`src/design/rcs_pkg.sv`:
```
`timescale 1ns / 1ps
// Shared constants, types and request format for the RC channel scaler.
package rcs_pkg;

  localparam int CHAN_COUNT   = 6;
  localparam int CH_W         = 3;
  localparam int CH_SEL_W     = $clog2(CHAN_COUNT);
  localparam int PW_W         = 12;
  localparam int CAL_W        = 60;
  localparam int VAL_W        = 13;
  localparam int DIFF_W       = PW_W + 1;
  localparam int PROD_W       = 2 * DIFF_W;
  localparam int MAG_W        = 2 * PW_W;
  localparam int FIX_W        = PW_W + 2;
  localparam int SUM_W        = FIX_W + 1;
  localparam int DIV_STEPS    = PW_W;
  localparam int Q_DEPTH      = 4;

  localparam logic [CAL_W-1:0] CAL_RESET = 60'd6938997621736;

  localparam logic [CH_W-1:0] CH_ROLL     = 3'd0;
  localparam logic [CH_W-1:0] CH_PITCH    = 3'd1;
  localparam logic [CH_W-1:0] CH_THROTTLE = 3'd2;
  localparam logic [CH_W-1:0] CH_YAW      = 3'd3;

  localparam logic [PW_W-1:0] THROTTLE_CUT = 12'd1070;

  localparam logic signed [FIX_W-1:0] YAW_DEAD   = -14'sd100;
  localparam logic signed [FIX_W-1:0] DEAD_POS   = 14'sd1;
  localparam logic signed [FIX_W-1:0] DEAD_NEG   = -14'sd1;
  localparam logic signed [SUM_W-1:0] SAT_MAX    = 15'sd4095;
  localparam logic signed [SUM_W-1:0] SAT_MIN    = -15'sd4096;

  // How a request is finished in the back end.
  typedef enum logic [1:0] {
    CLS_MAP,    // divide and add out_min
    CLS_EMPTY,  // empty input range: out_min
    CLS_ZERO,   // throttle below cut: zero, offset still applies
    CLS_NULL    // channel out of range: plain zero
  } cls_t;

  typedef struct packed {
    logic [CH_W-1:0]         ch;
    cls_t                    cls;
    logic                    neg;
    logic [MAG_W-1:0]        mag;
    logic [PW_W-1:0]         dd;
    logic signed [PW_W-1:0]  out_min;
    logic signed [PW_W-1:0]  off;
  } rcs_req_t;

endpackage

```
`src/design/rcs_front.sv`:
```
`timescale 1ns / 1ps
// Front end: calibration registers, clamp, classify and multiply.
module rcs_front import rcs_pkg::*; (
  input  logic             clk,
  input  logic             rst_n,
  input  logic             in_valid,
  output logic             in_ready,
  input  logic [CH_W-1:0]  in_chan_index,
  input  logic [PW_W-1:0]  in_pulse_width,
  input  logic             cfg_we,
  input  logic [CH_W-1:0]  cfg_index,
  input  logic [CAL_W-1:0] cfg_wdata,
  output logic             req_valid,
  input  logic             req_ready,
  output rcs_req_t         req_data
);

  logic [CAL_W-1:0] cal_r [CHAN_COUNT];

  logic                   en;
  logic                   ch_ok;
  logic [CAL_W-1:0]       csel;
  logic [PW_W-1:0]        in_min, in_max, xc;
  logic                   empty;
  cls_t                   cls_nxt;
  logic [PW_W-1:0]        dx_nxt, dd_nxt;
  logic signed [DIFF_W-1:0] dr_nxt;

  logic                   f1_vld_r;
  logic [CH_W-1:0]        f1_ch_r;
  cls_t                   f1_cls_r;
  logic [PW_W-1:0]        f1_dx_r, f1_dd_r;
  logic signed [DIFF_W-1:0] f1_dr_r;
  logic signed [PW_W-1:0] f1_om_r, f1_off_r;

  logic signed [PROD_W-1:0] prod;
  logic signed [PROD_W-1:0] prod_abs;

  logic                   f2_vld_r;
  rcs_req_t               f2_req_r;

  always_ff @(posedge clk) begin
    if (!rst_n) begin
      for (int i = 0; i < CHAN_COUNT; i++) cal_r[i] <= CAL_RESET;
    end else if (cfg_we && (int'(cfg_index) < CHAN_COUNT)) begin
      cal_r[cfg_index[CH_SEL_W-1:0]] <= cfg_wdata;
    end
  end

  assign en       = !f2_vld_r || req_ready;
  assign in_ready = en;

  always_comb begin
    ch_ok  = int'(in_chan_index) < CHAN_COUNT;
    csel   = ch_ok ? cal_r[in_chan_index[CH_SEL_W-1:0]] : CAL_RESET;
    in_min = csel[11:0];
    in_max = csel[23:12];
    empty  = in_max <= in_min;
    if (in_pulse_width < in_min) begin
      xc = in_min;
    end else if (in_pulse_width > in_max) begin
      xc = in_max;
    end else begin
      xc = in_pulse_width;
    end
    dr_nxt = $signed({csel[47], csel[47:36]}) - $signed({csel[35], csel[35:24]});
    if (!ch_ok) begin
      cls_nxt = CLS_NULL;
    end else if (in_chan_index == CH_THROTTLE && in_pulse_width < THROTTLE_CUT) begin
      cls_nxt = CLS_ZERO;
    end else if (empty) begin
      cls_nxt = CLS_EMPTY;
    end else begin
      cls_nxt = CLS_MAP;
    end
    // keep the divider quiet on requests that skip the division
    if (cls_nxt == CLS_MAP) begin
      dx_nxt = xc - in_min;
      dd_nxt = in_max - in_min;
    end else begin
      dx_nxt = '0;
      dd_nxt = PW_W'(1);
    end
  end

  always_ff @(posedge clk) begin
    if (!rst_n) begin
      f1_vld_r <= 1'b0;
      f2_vld_r <= 1'b0;
    end else if (en) begin
      f1_vld_r <= in_valid;
      f2_vld_r <= f1_vld_r;
    end
  end

  assign prod     = $signed({1'b0, f1_dx_r}) * f1_dr_r;
  assign prod_abs = prod[PROD_W-1] ? -prod : prod;

  always_ff @(posedge clk) begin
    if (en) begin
      f1_ch_r          <= in_chan_index;
      f1_cls_r         <= cls_nxt;
      f1_dx_r          <= dx_nxt;
      f1_dd_r          <= dd_nxt;
      f1_dr_r          <= dr_nxt;
      f1_om_r          <= $signed(csel[35:24]);
      f1_off_r         <= $signed(csel[59:48]);
      f2_req_r.ch      <= f1_ch_r;
      f2_req_r.cls     <= f1_cls_r;
      f2_req_r.neg     <= prod[PROD_W-1];
      f2_req_r.mag     <= prod_abs[MAG_W-1:0];
      f2_req_r.dd      <= f1_dd_r;
      f2_req_r.out_min <= f1_om_r;
      f2_req_r.off     <= f1_off_r;
    end
  end

  assign req_valid = f2_vld_r;
  assign req_data  = f2_req_r;

  a_null_class: assert property (@(posedge clk) disable iff (!rst_n)
    (in_valid && in_ready && (int'(in_chan_index) >= CHAN_COUNT)) |=> f1_cls_r == CLS_NULL)
    else $error("out-of-range channel not classified as null");

endmodule

```
`src/design/rcs_queue.sv`:
```
`timescale 1ns / 1ps
// Short request queue between the front and back ends.
module rcs_queue import rcs_pkg::*; (
  input  logic     clk,
  input  logic     rst_n,
  input  logic     push_valid,
  output logic     push_ready,
  input  rcs_req_t push_data,
  output logic     pop_valid,
  input  logic     pop_ready,
  output rcs_req_t pop_data
);

  localparam int PTR_W = $clog2(Q_DEPTH);
  localparam int CNT_W = $clog2(Q_DEPTH + 1);

  rcs_req_t          mem_r [Q_DEPTH];
  logic [PTR_W-1:0]  wr_ptr_r, rd_ptr_r;
  logic [CNT_W-1:0]  cnt_r;
  logic              push, pop;

  assign push_ready = cnt_r != CNT_W'(Q_DEPTH);
  assign pop_valid  = cnt_r != '0;
  assign pop_data   = mem_r[rd_ptr_r];
  assign push       = push_valid && push_ready;
  assign pop        = pop_valid && pop_ready;

  always_ff @(posedge clk) begin
    if (!rst_n) begin
      wr_ptr_r <= '0;
      rd_ptr_r <= '0;
      cnt_r    <= '0;
    end else begin
      if (push) begin
        wr_ptr_r <= (wr_ptr_r == PTR_W'(Q_DEPTH - 1)) ? '0 : wr_ptr_r + 1'b1;
      end
      if (pop) begin
        rd_ptr_r <= (rd_ptr_r == PTR_W'(Q_DEPTH - 1)) ? '0 : rd_ptr_r + 1'b1;
      end
      if (push && !pop) begin
        cnt_r <= cnt_r + 1'b1;
      end else if (pop && !push) begin
        cnt_r <= cnt_r - 1'b1;
      end
    end
  end

  always_ff @(posedge clk) begin
    if (push) begin
      mem_r[wr_ptr_r] <= push_data;
    end
  end

  a_cnt_bound: assert property (@(posedge clk) disable iff (!rst_n)
    cnt_r <= CNT_W'(Q_DEPTH))
    else $error("queue count beyond depth");

  a_pop_count: assert property (@(posedge clk) disable iff (!rst_n)
    (pop && !push) |=> cnt_r == $past(cnt_r) - 1'b1)
    else $error("queue count did not drop on pop");

endmodule

```
`src/design/rcs_back.sv`:
```
`timescale 1ns / 1ps
// Back end: pipelined divider, channel fixes, offset and saturation.
module rcs_back import rcs_pkg::*; (
  input  logic                    clk,
  input  logic                    rst_n,
  input  logic                    req_valid,
  output logic                    req_ready,
  input  rcs_req_t                req_data,
  output logic                    out_valid,
  input  logic                    out_ready,
  output logic [CH_W-1:0]         out_chan,
  output logic signed [VAL_W-1:0] out_scaled_value
);

  typedef struct packed {
    logic [CH_W-1:0]        ch;
    cls_t                   cls;
    logic                   neg;
    logic [PW_W-1:0]        dd;
    logic signed [PW_W-1:0] out_min;
    logic signed [PW_W-1:0] off;
  } side_t;

  logic                 adv;
  logic [DIV_STEPS:0]   vld_r;
  side_t                side_r [DIV_STEPS+1];
  logic [PW_W-1:0]      rem_r  [DIV_STEPS+1];
  logic [PW_W-1:0]      low_r  [DIV_STEPS+1];
  logic [PW_W-1:0]      quo_r  [DIV_STEPS+1];

  logic [DIFF_W-1:0]    trial   [DIV_STEPS];
  logic [DIFF_W-1:0]    trial_d [DIV_STEPS];
  logic                 qbit    [DIV_STEPS];
  logic [PW_W-1:0]      rem_nxt [DIV_STEPS];

  side_t                    last;
  logic signed [FIX_W-1:0]  sq, om, mv;

  logic                     fix_vld_r;
  logic signed [FIX_W-1:0]  fix_v_r;
  logic                     fix_null_r;
  logic [CH_W-1:0]          fix_ch_r;
  logic signed [PW_W-1:0]   fix_off_r;

  logic signed [SUM_W-1:0]  sum;
  logic signed [VAL_W-1:0]  val_nxt;

  logic                     out_valid_r;
  logic [CH_W-1:0]          out_chan_r;
  logic signed [VAL_W-1:0]  out_val_r;

  // whole back end moves together; stall only on a held result
  assign adv       = !out_valid_r || out_ready;
  assign req_ready = adv;

  // one restoring quotient bit per stage
  always_comb begin
    for (int k = 0; k < DIV_STEPS; k++) begin
      trial[k]   = {rem_r[k], low_r[k][PW_W-1]};
      trial_d[k] = trial[k] - {1'b0, side_r[k].dd};
      qbit[k]    = trial[k] >= {1'b0, side_r[k].dd};
      rem_nxt[k] = qbit[k] ? trial_d[k][PW_W-1:0] : trial[k][PW_W-1:0];
    end
  end

  always_ff @(posedge clk) begin
    if (!rst_n) begin
      vld_r       <= '0;
      fix_vld_r   <= 1'b0;
      out_valid_r <= 1'b0;
    end else if (adv) begin
      vld_r       <= {vld_r[DIV_STEPS-1:0], req_valid};
      fix_vld_r   <= vld_r[DIV_STEPS];
      out_valid_r <= fix_vld_r;
    end
  end

  always_ff @(posedge clk) begin
    if (adv) begin
      side_r[0].ch      <= req_data.ch;
      side_r[0].cls     <= req_data.cls;
      side_r[0].neg     <= req_data.neg;
      side_r[0].dd      <= req_data.dd;
      side_r[0].out_min <= req_data.out_min;
      side_r[0].off     <= req_data.off;
      rem_r[0]          <= req_data.mag[MAG_W-1:PW_W];
      low_r[0]          <= req_data.mag[PW_W-1:0];
      quo_r[0]          <= '0;
      for (int k = 1; k <= DIV_STEPS; k++) begin
        side_r[k] <= side_r[k-1];
        rem_r[k]  <= rem_nxt[k-1];
        low_r[k]  <= {low_r[k-1][PW_W-2:0], 1'b0};
        quo_r[k]  <= {quo_r[k-1][PW_W-2:0], qbit[k-1]};
      end
    end
  end

  always_comb begin
    last = side_r[DIV_STEPS];
    sq   = last.neg ? -$signed({2'b00, quo_r[DIV_STEPS]})
                    : $signed({2'b00, quo_r[DIV_STEPS]});
    om   = FIX_W'(last.out_min);
    case (last.cls)
      CLS_MAP:   mv = sq + om;
      CLS_EMPTY: mv = om;
      default:   mv = '0;
    endcase
    if (last.ch == CH_YAW && mv == YAW_DEAD) begin
      mv = '0;
    end
    case (last.ch) inside
      CH_ROLL, CH_PITCH, CH_YAW: begin
        if (mv == DEAD_POS || mv == DEAD_NEG) begin
          mv = '0;
        end
      end
      default: ;
    endcase
    if (last.ch == CH_YAW) begin
      mv = -mv;
    end
  end

  always_ff @(posedge clk) begin
    if (adv) begin
      fix_v_r    <= mv;
      fix_null_r <= last.cls == CLS_NULL;
      fix_ch_r   <= last.ch;
      fix_off_r  <= last.off;
    end
  end

  always_comb begin
    sum = SUM_W'(fix_v_r) + SUM_W'(fix_off_r);
    if (fix_null_r) begin
      val_nxt = '0;
    end else if (sum > SAT_MAX) begin
      val_nxt = SAT_MAX[VAL_W-1:0];
    end else if (sum < SAT_MIN) begin
      val_nxt = SAT_MIN[VAL_W-1:0];
    end else begin
      val_nxt = sum[VAL_W-1:0];
    end
  end

  always_ff @(posedge clk) begin
    if (adv) begin
      out_chan_r <= fix_ch_r;
      out_val_r  <= val_nxt;
    end
  end

  assign out_valid        = out_valid_r;
  assign out_chan         = out_chan_r;
  assign out_scaled_value = out_val_r;

  a_rem_below_div: assert property (@(posedge clk) disable iff (!rst_n)
    (vld_r[DIV_STEPS] && side_r[DIV_STEPS].cls == CLS_MAP)
      |-> rem_r[DIV_STEPS] < side_r[DIV_STEPS].dd)
    else $error("divider remainder not below divisor");

endmodule

```
`src/design/rc_channel_scaler_unit.sv`:
```
`timescale 1ns / 1ps
// RC channel scaler top level: front end, request queue and back end.
//
// Maps a receiver pulse width on one channel to a saturated 13-bit command using that
// channel's calibration register (input range, output range, offset), with the throttle
// cut below 1070 us and the roll, pitch and yaw dead-band and yaw inversion rules. The
// block takes one request per clock cycle while in_ready is high and returns one result
// per request, in order. A request passes through the clamp register, which loads at
// the accepting edge, then the multiply stage, the four-entry request queue, the
// divider input register, twelve stages of the restoring divider that produce one
// quotient bit each, one fix-up stage and the output register. Calibration writes
// take effect at once and are meant to be made while no request is in flight.
module rc_channel_scaler_unit import rcs_pkg::*; (
  input  logic                    clk,
  input  logic                    rst_n,
  input  logic                    in_valid,
  output logic                    in_ready,
  input  logic [CH_W-1:0]         in_chan_index,
  input  logic [PW_W-1:0]         in_pulse_width,
  output logic                    out_valid,
  input  logic                    out_ready,
  output logic [CH_W-1:0]         out_chan,
  output logic signed [VAL_W-1:0] out_scaled_value,
  input  logic                    cfg_we,
  input  logic [CH_W-1:0]         cfg_index,
  input  logic [CAL_W-1:0]        cfg_wdata
);

  logic     fq_valid, fq_ready;
  rcs_req_t fq_data;
  logic     qb_valid, qb_ready;
  rcs_req_t qb_data;

  rcs_front u_front (
    .clk            (clk),
    .rst_n          (rst_n),
    .in_valid       (in_valid),
    .in_ready       (in_ready),
    .in_chan_index  (in_chan_index),
    .in_pulse_width (in_pulse_width),
    .cfg_we         (cfg_we),
    .cfg_index      (cfg_index),
    .cfg_wdata      (cfg_wdata),
    .req_valid      (fq_valid),
    .req_ready      (fq_ready),
    .req_data       (fq_data)
  );

  rcs_queue u_queue (
    .clk        (clk),
    .rst_n      (rst_n),
    .push_valid (fq_valid),
    .push_ready (fq_ready),
    .push_data  (fq_data),
    .pop_valid  (qb_valid),
    .pop_ready  (qb_ready),
    .pop_data   (qb_data)
  );

  rcs_back u_back (
    .clk              (clk),
    .rst_n            (rst_n),
    .req_valid        (qb_valid),
    .req_ready        (qb_ready),
    .req_data         (qb_data),
    .out_valid        (out_valid),
    .out_ready        (out_ready),
    .out_chan         (out_chan),
    .out_scaled_value (out_scaled_value)
  );

endmodule
```
`config.mk`:
```
export PLATFORM = sky130hd
export DESIGN_NAME = rc_channel_scaler_unit
export DESIGN_NICKNAME = d
export VERILOG_FILES = /design/src/design/rcs_pkg.sv /design/src/design/rcs_front.sv /design/src/design/rcs_queue.sv /design/src/design/rcs_back.sv /design/src/design/rc_channel_scaler_unit.sv
export SDC_FILE = /design/constraint.sdc
export NUM_CORES = 2
export LEC_CHECK = 0
export BUFFER_PORTS_ARGS = -buffer_cell sky130_fd_sc_hd__buf_2
export CAP_MARGIN = 25
export CORE_ASPECT_RATIO = 1.1
export CORE_MARGIN = 2
export CORE_UTILIZATION = 40
export CTS_CLUSTER_DIAMETER = 120
export DETAILED_ROUTE_END_ITERATION = 12
export PLACE_DENSITY = 0.68
export SYNTH_ARGS = -nofsm -noshare
export SYNTH_HDL_FRONTEND = slang
export SYNTH_HIERARCHICAL = 1
export SYNTH_SLANG_ARGS = --single-unit
export TNS_END_PERCENT = 1
```
`constraint.sdc`:
```
create_clock -name clk -period 33.4 [get_ports clk]
set_input_delay 5.01 -clock clk [delete_from_list [all_inputs] [get_ports clk]]
set_output_delay 5.01 -clock clk [all_outputs]
set_load 0.01 [all_outputs]
```
# After elaboration in Yosys (flattened, before gate mapping)
# Memories as Yosys holds them, arrays and structs flattened. A register that Yosys moved wholly into a read port is not among the register bits.
# Index checks and enable logic that the tools add are counted.
[classes]
muxes = 44
n_addsub = 24
n_mul = 1
reduce_logical = 22
n_lt_le_gt_ge = 20
n_eq_ne = 11
[ops]
columns = ["op", "n"]
rows = [
  ["$mux 12", 15],
  ["$sub 12x12->12", 14],
  ["$ge 13x12->1", 12],
  ["$mux 14", 5],
  ["$mux 60", 1],
  ["$reduce_or 60->1", 1],
  ["$mux 48", 1],
  ["$pmux 14 s2", 1],
  ["$mul 13x13->26", 1],
  ["$mux 24", 1],
  ["$neg 24->24", 1],
  ["$add 14x12->15", 1],
  ["$gt 15x13->1 const B", 1],
  ["$lt 15x13->1 const B", 1],
  ["$add 14x12->14", 1],
  ["$eq 14x1->1 const B", 1],
  ["$eq 14x2->1 const B", 1],
  ["$eq 14x8->1 const B", 1],
  ["$neg 12->14", 1],
  ["$neg 14->14", 1],
  ["$mux 13", 1],
  ["$sub 12x12->13", 1],
  ["$gt 12x12->1", 1],
  ["$le 12x12->1", 1],
  ["other kinds (23)", 56],
]
[totals]
output_inout_bits = 18
ff_bits = 202
n_memories = 6
mem_bits_rw = 1638
in_bits = 83
[mem_list]
columns = ["name", "words", "width", "read_ports", "rd_clocked_by_memory_dff", "write_ports", "line_no", "source"]
rows = [
  ["u_back.side_r", 13, 42, 13, 0, 13, "rcs_back.sv:26", "side_t side_r [DIV_STEPS+1];"],
  ["u_front.cal_r", 6, 60, 1, 0, 6, "rcs_front.sv:18", "logic [CAL_W-1:0] cal_r [CHAN_COUNT];"],
  ["u_queue.mem_r", 4, 66, 1, 1, 1, "rcs_queue.sv:17", "rcs_req_t mem_r [Q_DEPTH];"],
  ["u_back.low_r", 13, 12, 12, 0, 13, "rcs_back.sv:28", "logic [PW_W-1:0] low_r [DIV_STEPS+1];"],
  ["u_back.quo_r", 13, 12, 13, 0, 13, "rcs_back.sv:29", "logic [PW_W-1:0] quo_r [DIV_STEPS+1];"],
  ["u_back.rem_r", 13, 12, 12, 0, 13, "rcs_back.sv:27", "logic [PW_W-1:0] rem_r [DIV_STEPS+1];"],
]

# Longest topological paths before layout
# An unclocked memory read counts as a cell.
[depth]
depth_word = 14
mapped_depth = 32

# Modules after synthesis
# Netlist, hierarchy kept.
[by_module_without_submodules]
columns = ["module", "area_each_um2", "instances", "seq_area_each_um2", "cells_per_inst"]
rows = [
  ["rcs_back", 37387.1, 1, 26725.6, 2411],
  ["rcs_front", 27630.2, 1, 14814.2, 2283],
  ["rcs_queue", 10000.8, 1, 8107.8, 395],
]

# Worst setup path after synthesis
# Ideal clock, no wire load.
[synth_timing]
path_kind = "input to register"
start = "input out_ready"
end = "register u_queue.cnt_r[2]"
required_time_ns = 33.324
cell_stages = 8
setup_slack_ns = -1.742
t_arrival_ns = 35.066
cell_sequence = "nor2b_1 > clkbuf_1 > inv_1 > buf_1 > o31ai_1 > ha_1 > or3_2 > a21boi_0"
[synth_via]
elab_chain_len = 5
[synth_lines]
columns = ["element", "line_no", "source"]
rows = [
  ["start, declared", "rc_channel_scaler_unit.sv:21", "input logic out_ready,"],
  ["$logic_or 1x1->1 *", "rcs_back.sv:53", "assign adv = !out_valid_r || out_ready;"],
  ["via qb_ready", "rc_channel_scaler_unit.sv:31", "logic qb_valid, qb_ready;"],
  ["$logic_and 1x1->1 *", "rcs_queue.sv:26", "assign pop = pop_valid && pop_ready;"],
  ["$logic_not 1->1", "rcs_queue.sv:40", "if (push && !pop) begin"],
  ["$logic_and 1x1->1", "rcs_queue.sv:40", ""],
  ["$mux 3 or $reduce_bool 2->1 (tied branches)", "-", ""],
  ["end signal, assigned", "rcs_queue.sv:41", "cnt_r <= cnt_r + 1'b1;"],
  ["end signal, assigned", "rcs_queue.sv:43", "cnt_r <= cnt_r - 1'b1;"],
  ["end, declared", "rcs_queue.sv:19", "logic [CNT_W-1:0] cnt_r;"],
]
# The timed path passes the listed nets; every way through them passes the cells marked *.
# A chain may end at the register's enable or synchronous reset.

# Worst setup path after layout
[layout_timing]
start = "input in_chan_index[0]"
end = "register u_front.f1_dx_r[10] (data pin)"
[layout_via]
elab_chain_len = 7
[layout_lines]
columns = ["element", "line_no", "source"]
rows = [
  ["start, declared", "rc_channel_scaler_unit.sv:18", "input logic [CH_W-1:0] in_chan_index,"],
  ["parallel branches: the longest is 7 deep, another holds $mem_v2 6x60", "-", ""],
  ["end signal, assigned", "rcs_front.sv:103", "f1_dx_r <= dx_nxt;"],
  ["end, declared", "rcs_front.sv:32", "logic [PW_W-1:0] f1_dx_r, f1_dd_r;"],
]
# Parallel ways; which one is timed is not known.

==> results.json <==
{
  "outcome": "complete, no violations",
  "mappedNetlistArea_um2": 75020,
  "min_path_type": "reg -> reg",
  "placer_congestion": 0.8575,
  "portion_of_synthesized_cell_area_occupied_by_the_leading_cell_type_pct": 65.49,
  "clk-insertion-delay-late_ns": 0.82,
  "number_of_core_rows": 166,
  "clkSlewWorstSetupHoldPaths_ns": 0.06,
  "min-delay-start": "u_back/low_r[4][20]$_DFFE_PP_",
  "fp.dieW_um": 416.9,
  "wire_length_of_the_first_global_routing_pass_mm": 222.9,
  "die_height_um": 458.2,
  "cts_root_buf": "sky130_fd_sc_hd__clkbuf_16",
  "yosys.area.top_type": "sky130_fd_sc_hd__edfxtp_1",
  "floorplan.core_area_um2": 186100,
  "hpwlAfterDp_mm": 90.85,
  "pwr_density_cell_nw_per_um2": 113.2,
  "yosys_warnings": 6,
  "post-route-period-util_pct": 33.32,
  "timing.final.max_slew_violations": 0,
  "worst-r2r-cell-count": 19,
  "fp.dieArea_um2": 191000,
  "synth_fp_nets": 5637,
  "drv.max_cap_violation_count": 0,
  "finalSetupTns_ns": 0,
  "report.power.total_mw": 9.498,
  "htreeDepth": 4,
  "area_delta_synth_final_pct": 11.85,
  "final_setup_violation_count": 0,
  "grt_antenna_before_repair": 2,
  "grtUsageTotal_pct": 14.63,
  "avgViaCountPerCell": 5.110,
  "filler_cell_count": 16147,
  "ys_top_cells_by_count": "sky130_fd_sc_hd__edfxtp_1 (1636), sky130_fd_sc_hd__nand2_1 (435), sky130_fd_sc_hd__inv_1 (429)",
  "required_ns": 33.88,
  "slew_headroom_pct": 27.53,
  "timing.critical_path.to_type": "flip-flop",
  "tightest_slew_ns": 1.083,
  "crit_path_max_fanout": 68,
  "cts_setup_buffers": 0,
  "antennaDiodeCount": 0,
  "yosys-top-cells-area": "sky130_fd_sc_hd__edfxtp_1 (65%), sky130_fd_sc_hd__ha_1 (5.6%), sky130_fd_sc_hd__mux4_2 (3.8%)",
  "grt.overflow.total": 0,
  "numPortBuffers": 100,
  "floorplan.initialDensity_pct": 40.31,
  "synth.most_common_cell": "sky130_fd_sc_hd__edfxtp_1",
  "clock.fmax_mhz": 89.86,
  "vias": 40049,
  "r2r_slack_ns": 26.23,
  "synth-main-ff-cell": "sky130_fd_sc_hd__edfxtp_1",
  "dp_cells": 7533,
  "setup.worst_path.start_class": "primary input",
  "timing.setup.critical_path_class": "in -> reg",
  "post_route_cells_drive_above_1_share_pct": 13.00,
  "crit_path_start": "in_chan_index[0]",
  "drt_iter0_markers": 2560,
  "synthDistinctLibCells": 98,
  "numClockSinks": 1662,
  "detail-route-antenna-nets": 0,
  "leakage_nw": 31.84,
  "timing.clock.skew_ns": 0.07072,
  "fin_util_pct": 45.09,
  "seqCellArea_um2": 49650,
  "drc": 0,
  "multiInputGateArea_um2": 23150,
  "postRouteWirelength_mm": 139.7,
  "wire_per_inst_um": 17.82,
  "synthesis.area_per_instance_um2": 14.74,
  "crit_arrival_ns": 11.61,
  "synth_seq_cells": 1662,
  "num-nets-final": 5815,
  "critical_path.reg2reg.startpoint": "u_front/f1_dr_r[12]$_DFFE_PP_",
  "holdPathStages": 0,
  "synth_edf_count": 1636,
  "cts.hold.buffers_added": 0,
  "hold_viol_final": 0,
  "largest_net_degree_at_the_start_of_global_routing": 172,
  "synth_seq_area_share_pct": 66.18,
  "cts_resized": 0,
  "peakVddDrop_uv": 118.5,
  "grt_pass1_vias": 41346,
  "number_of_buffers_created_by_cts": 164,
  "finalHoldWorstSlack_ns": 0.3644,
  "clock_tree_from_tritoncts": "built",
  "synthesis.instances": 5089,
  "post_layout_nonfiller_instances": 7837,
  "cts_buffer_depth": 3,
  "async_reset_ff_share_pct": 0,
  "firstDrtPassIters": 6,
  "floorplan.io_pins": 101,
  "grt_setup_unrepaired": "no",
  "post-route-min-period_ns": 11.13
}
==> state kept, by name (all words and copies together), names as in the netlist, 12 cells and up, named ones only <==
register and flops:
u_front/req_data 66, u_front/cal_r 360, u_back/vld_r 13, u_front/f1_dd_r 12
u_queue/mem_r 264, u_front/f1_dr_r 13, u_back/quo_r 78, u_back/low_r 78
u_front/f1_off_r 12, u_back/fix_v_r 14, u_back/rem_r 144, u_back/out_scaled_value 13
u_front/f1_dx_r 12, u_back/side_r 534, u_front/f1_om_r 12, u_back/fix_off_r 12
==> where the power goes <==
part           leakage, nW  switching, mW  internal (mW)  total, mW
Combinational         12.4           2.21           1.85       4.06
Clock                 2.57          0.789           1.02       1.81
Sequential            16.9          0.340           3.29       3.63
Total                 31.8           3.34           6.16       9.50
==> path summary, 6_finish.rpt <==
path	endpoint
hold reg to reg	u_back/low_r[5][10]$_DFFE_PP_
setup reg to reg	u_front/req_data[55]$_DFFE_PP_
hold / removal	u_back/low_r[5][10]$_DFFE_PP_
setup / recovery	u_front/f1_dx_r[10]$_SDFFCE_PP0P_
==> layer usage <==
metal / track usage (%) / up-vias / part of all wire [%]
met4: 5.117 / 0 / 3.1
li1: - / 19026 / -
met5: 0 / - / 0
met3: 2.178 / 288 / 4.7
met1: 17.46 / 19808 / 40
met2: 26.76 / 927 / 52
==> kinds of logic (layout without fill, tap and decap cells) <==
kind of cell,Yosys count,after routing,synth area share [%]
AO/OA/AOI/OAI,637,637,5.647
adder cells (fa/ha/maj),465,465,9.026
XOR/XNOR,154,154,1.858
AND/OR/NAND/NOR,1281,1281,7.764
multiplexers,314,314,6.478
buffers and inverters,576,888,3.046
flip-flops,1662,1662,66.18
==> per-stage QoR <==
step | instance area, µm² | setup WS, ns
3_3_place_gp | 78400 | 21.15
2_1_floorplan | 75020 | 1.667
3_5_place_dp | 78430 | 21.13
6_report | 83900 | 22.27
5_1_grt | 83900 | 21.73
4_1_cts | 83840 | 21.91
==> cell type report <==
type                    count  area share, %
clock buffers             194          5.025
flip-flops and latches   1662          59.18
clock inverters           106          1.424
inverters                 430          1.936
well taps                2436          3.633
multi-input cells        2851          27.59
repair buffers            158          1.215
==> cell usage in the layout, fill, tap and decap left out, types with 41 or more instances in the layout <==
master and n:
sky130_fd_sc_hd__a21boi_0 54, sky130_fd_sc_hd__a21o_1 48, sky130_fd_sc_hd__a21oi_1 133, sky130_fd_sc_hd__and2_1 83, sky130_fd_sc_hd__buf_2 100, sky130_fd_sc_hd__buf_4 51, sky130_fd_sc_hd__clkbuf_16 164, sky130_fd_sc_hd__clkinv_1 41
sky130_fd_sc_hd__edfxtp_1 1636, sky130_fd_sc_hd__fa_1 127, sky130_fd_sc_hd__ha_1 338, sky130_fd_sc_hd__inv_1 427, sky130_fd_sc_hd__mux2_2 112, sky130_fd_sc_hd__mux2i_1 76, sky130_fd_sc_hd__mux4_2 126, sky130_fd_sc_hd__nand2_1 430
sky130_fd_sc_hd__nand4_1 43, sky130_fd_sc_hd__nor2_1 424, sky130_fd_sc_hd__nor2b_1 64, sky130_fd_sc_hd__nor3_1 60, sky130_fd_sc_hd__o21ai_0 166, sky130_fd_sc_hd__xnor2_1 110
==> worst max-delay path: stages <==
cell                        delay, ns
sky130_fd_sc_hd__buf_6           0.63
sky130_fd_sc_hd__buf_4           0.34
sky130_fd_sc_hd__buf_16          0.34
sky130_fd_sc_hd__mux4_2          0.55
sky130_fd_sc_hd__o22ai_1         0.53
sky130_fd_sc_hd__ha_1            0.37
sky130_fd_sc_hd__a21o_1          0.16
sky130_fd_sc_hd__a21o_1          0.17
sky130_fd_sc_hd__a21oi_1         0.14
sky130_fd_sc_hd__o21ai_0         0.14
sky130_fd_sc_hd__a2111oi_0       0.31
sky130_fd_sc_hd__o21ai_1         0.12
sky130_fd_sc_hd__buf_4           0.21
sky130_fd_sc_hd__a21oi_1         0.15
sky130_fd_sc_hd__ha_1            0.19
sky130_fd_sc_hd__inv_1           0.06
sky130_fd_sc_hd__fa_1            0.40
sky130_fd_sc_hd__a21o_1          0.18
sky130_fd_sc_hd__a21oi_1         0.23
sky130_fd_sc_hd__o21bai_1        0.12
sky130_fd_sc_hd__a21oi_1         0.27
sky130_fd_sc_hd__o21bai_1        0.09
sky130_fd_sc_hd__a21oi_1         0.24
sky130_fd_sc_hd__o21bai_1        0.09
sky130_fd_sc_hd__a21oi_1         0.20
sky130_fd_sc_hd__xor2_1          0.18
sky130_fd_sc_hd__nor2_1          0.05
(Power assumes the default switching activity.)
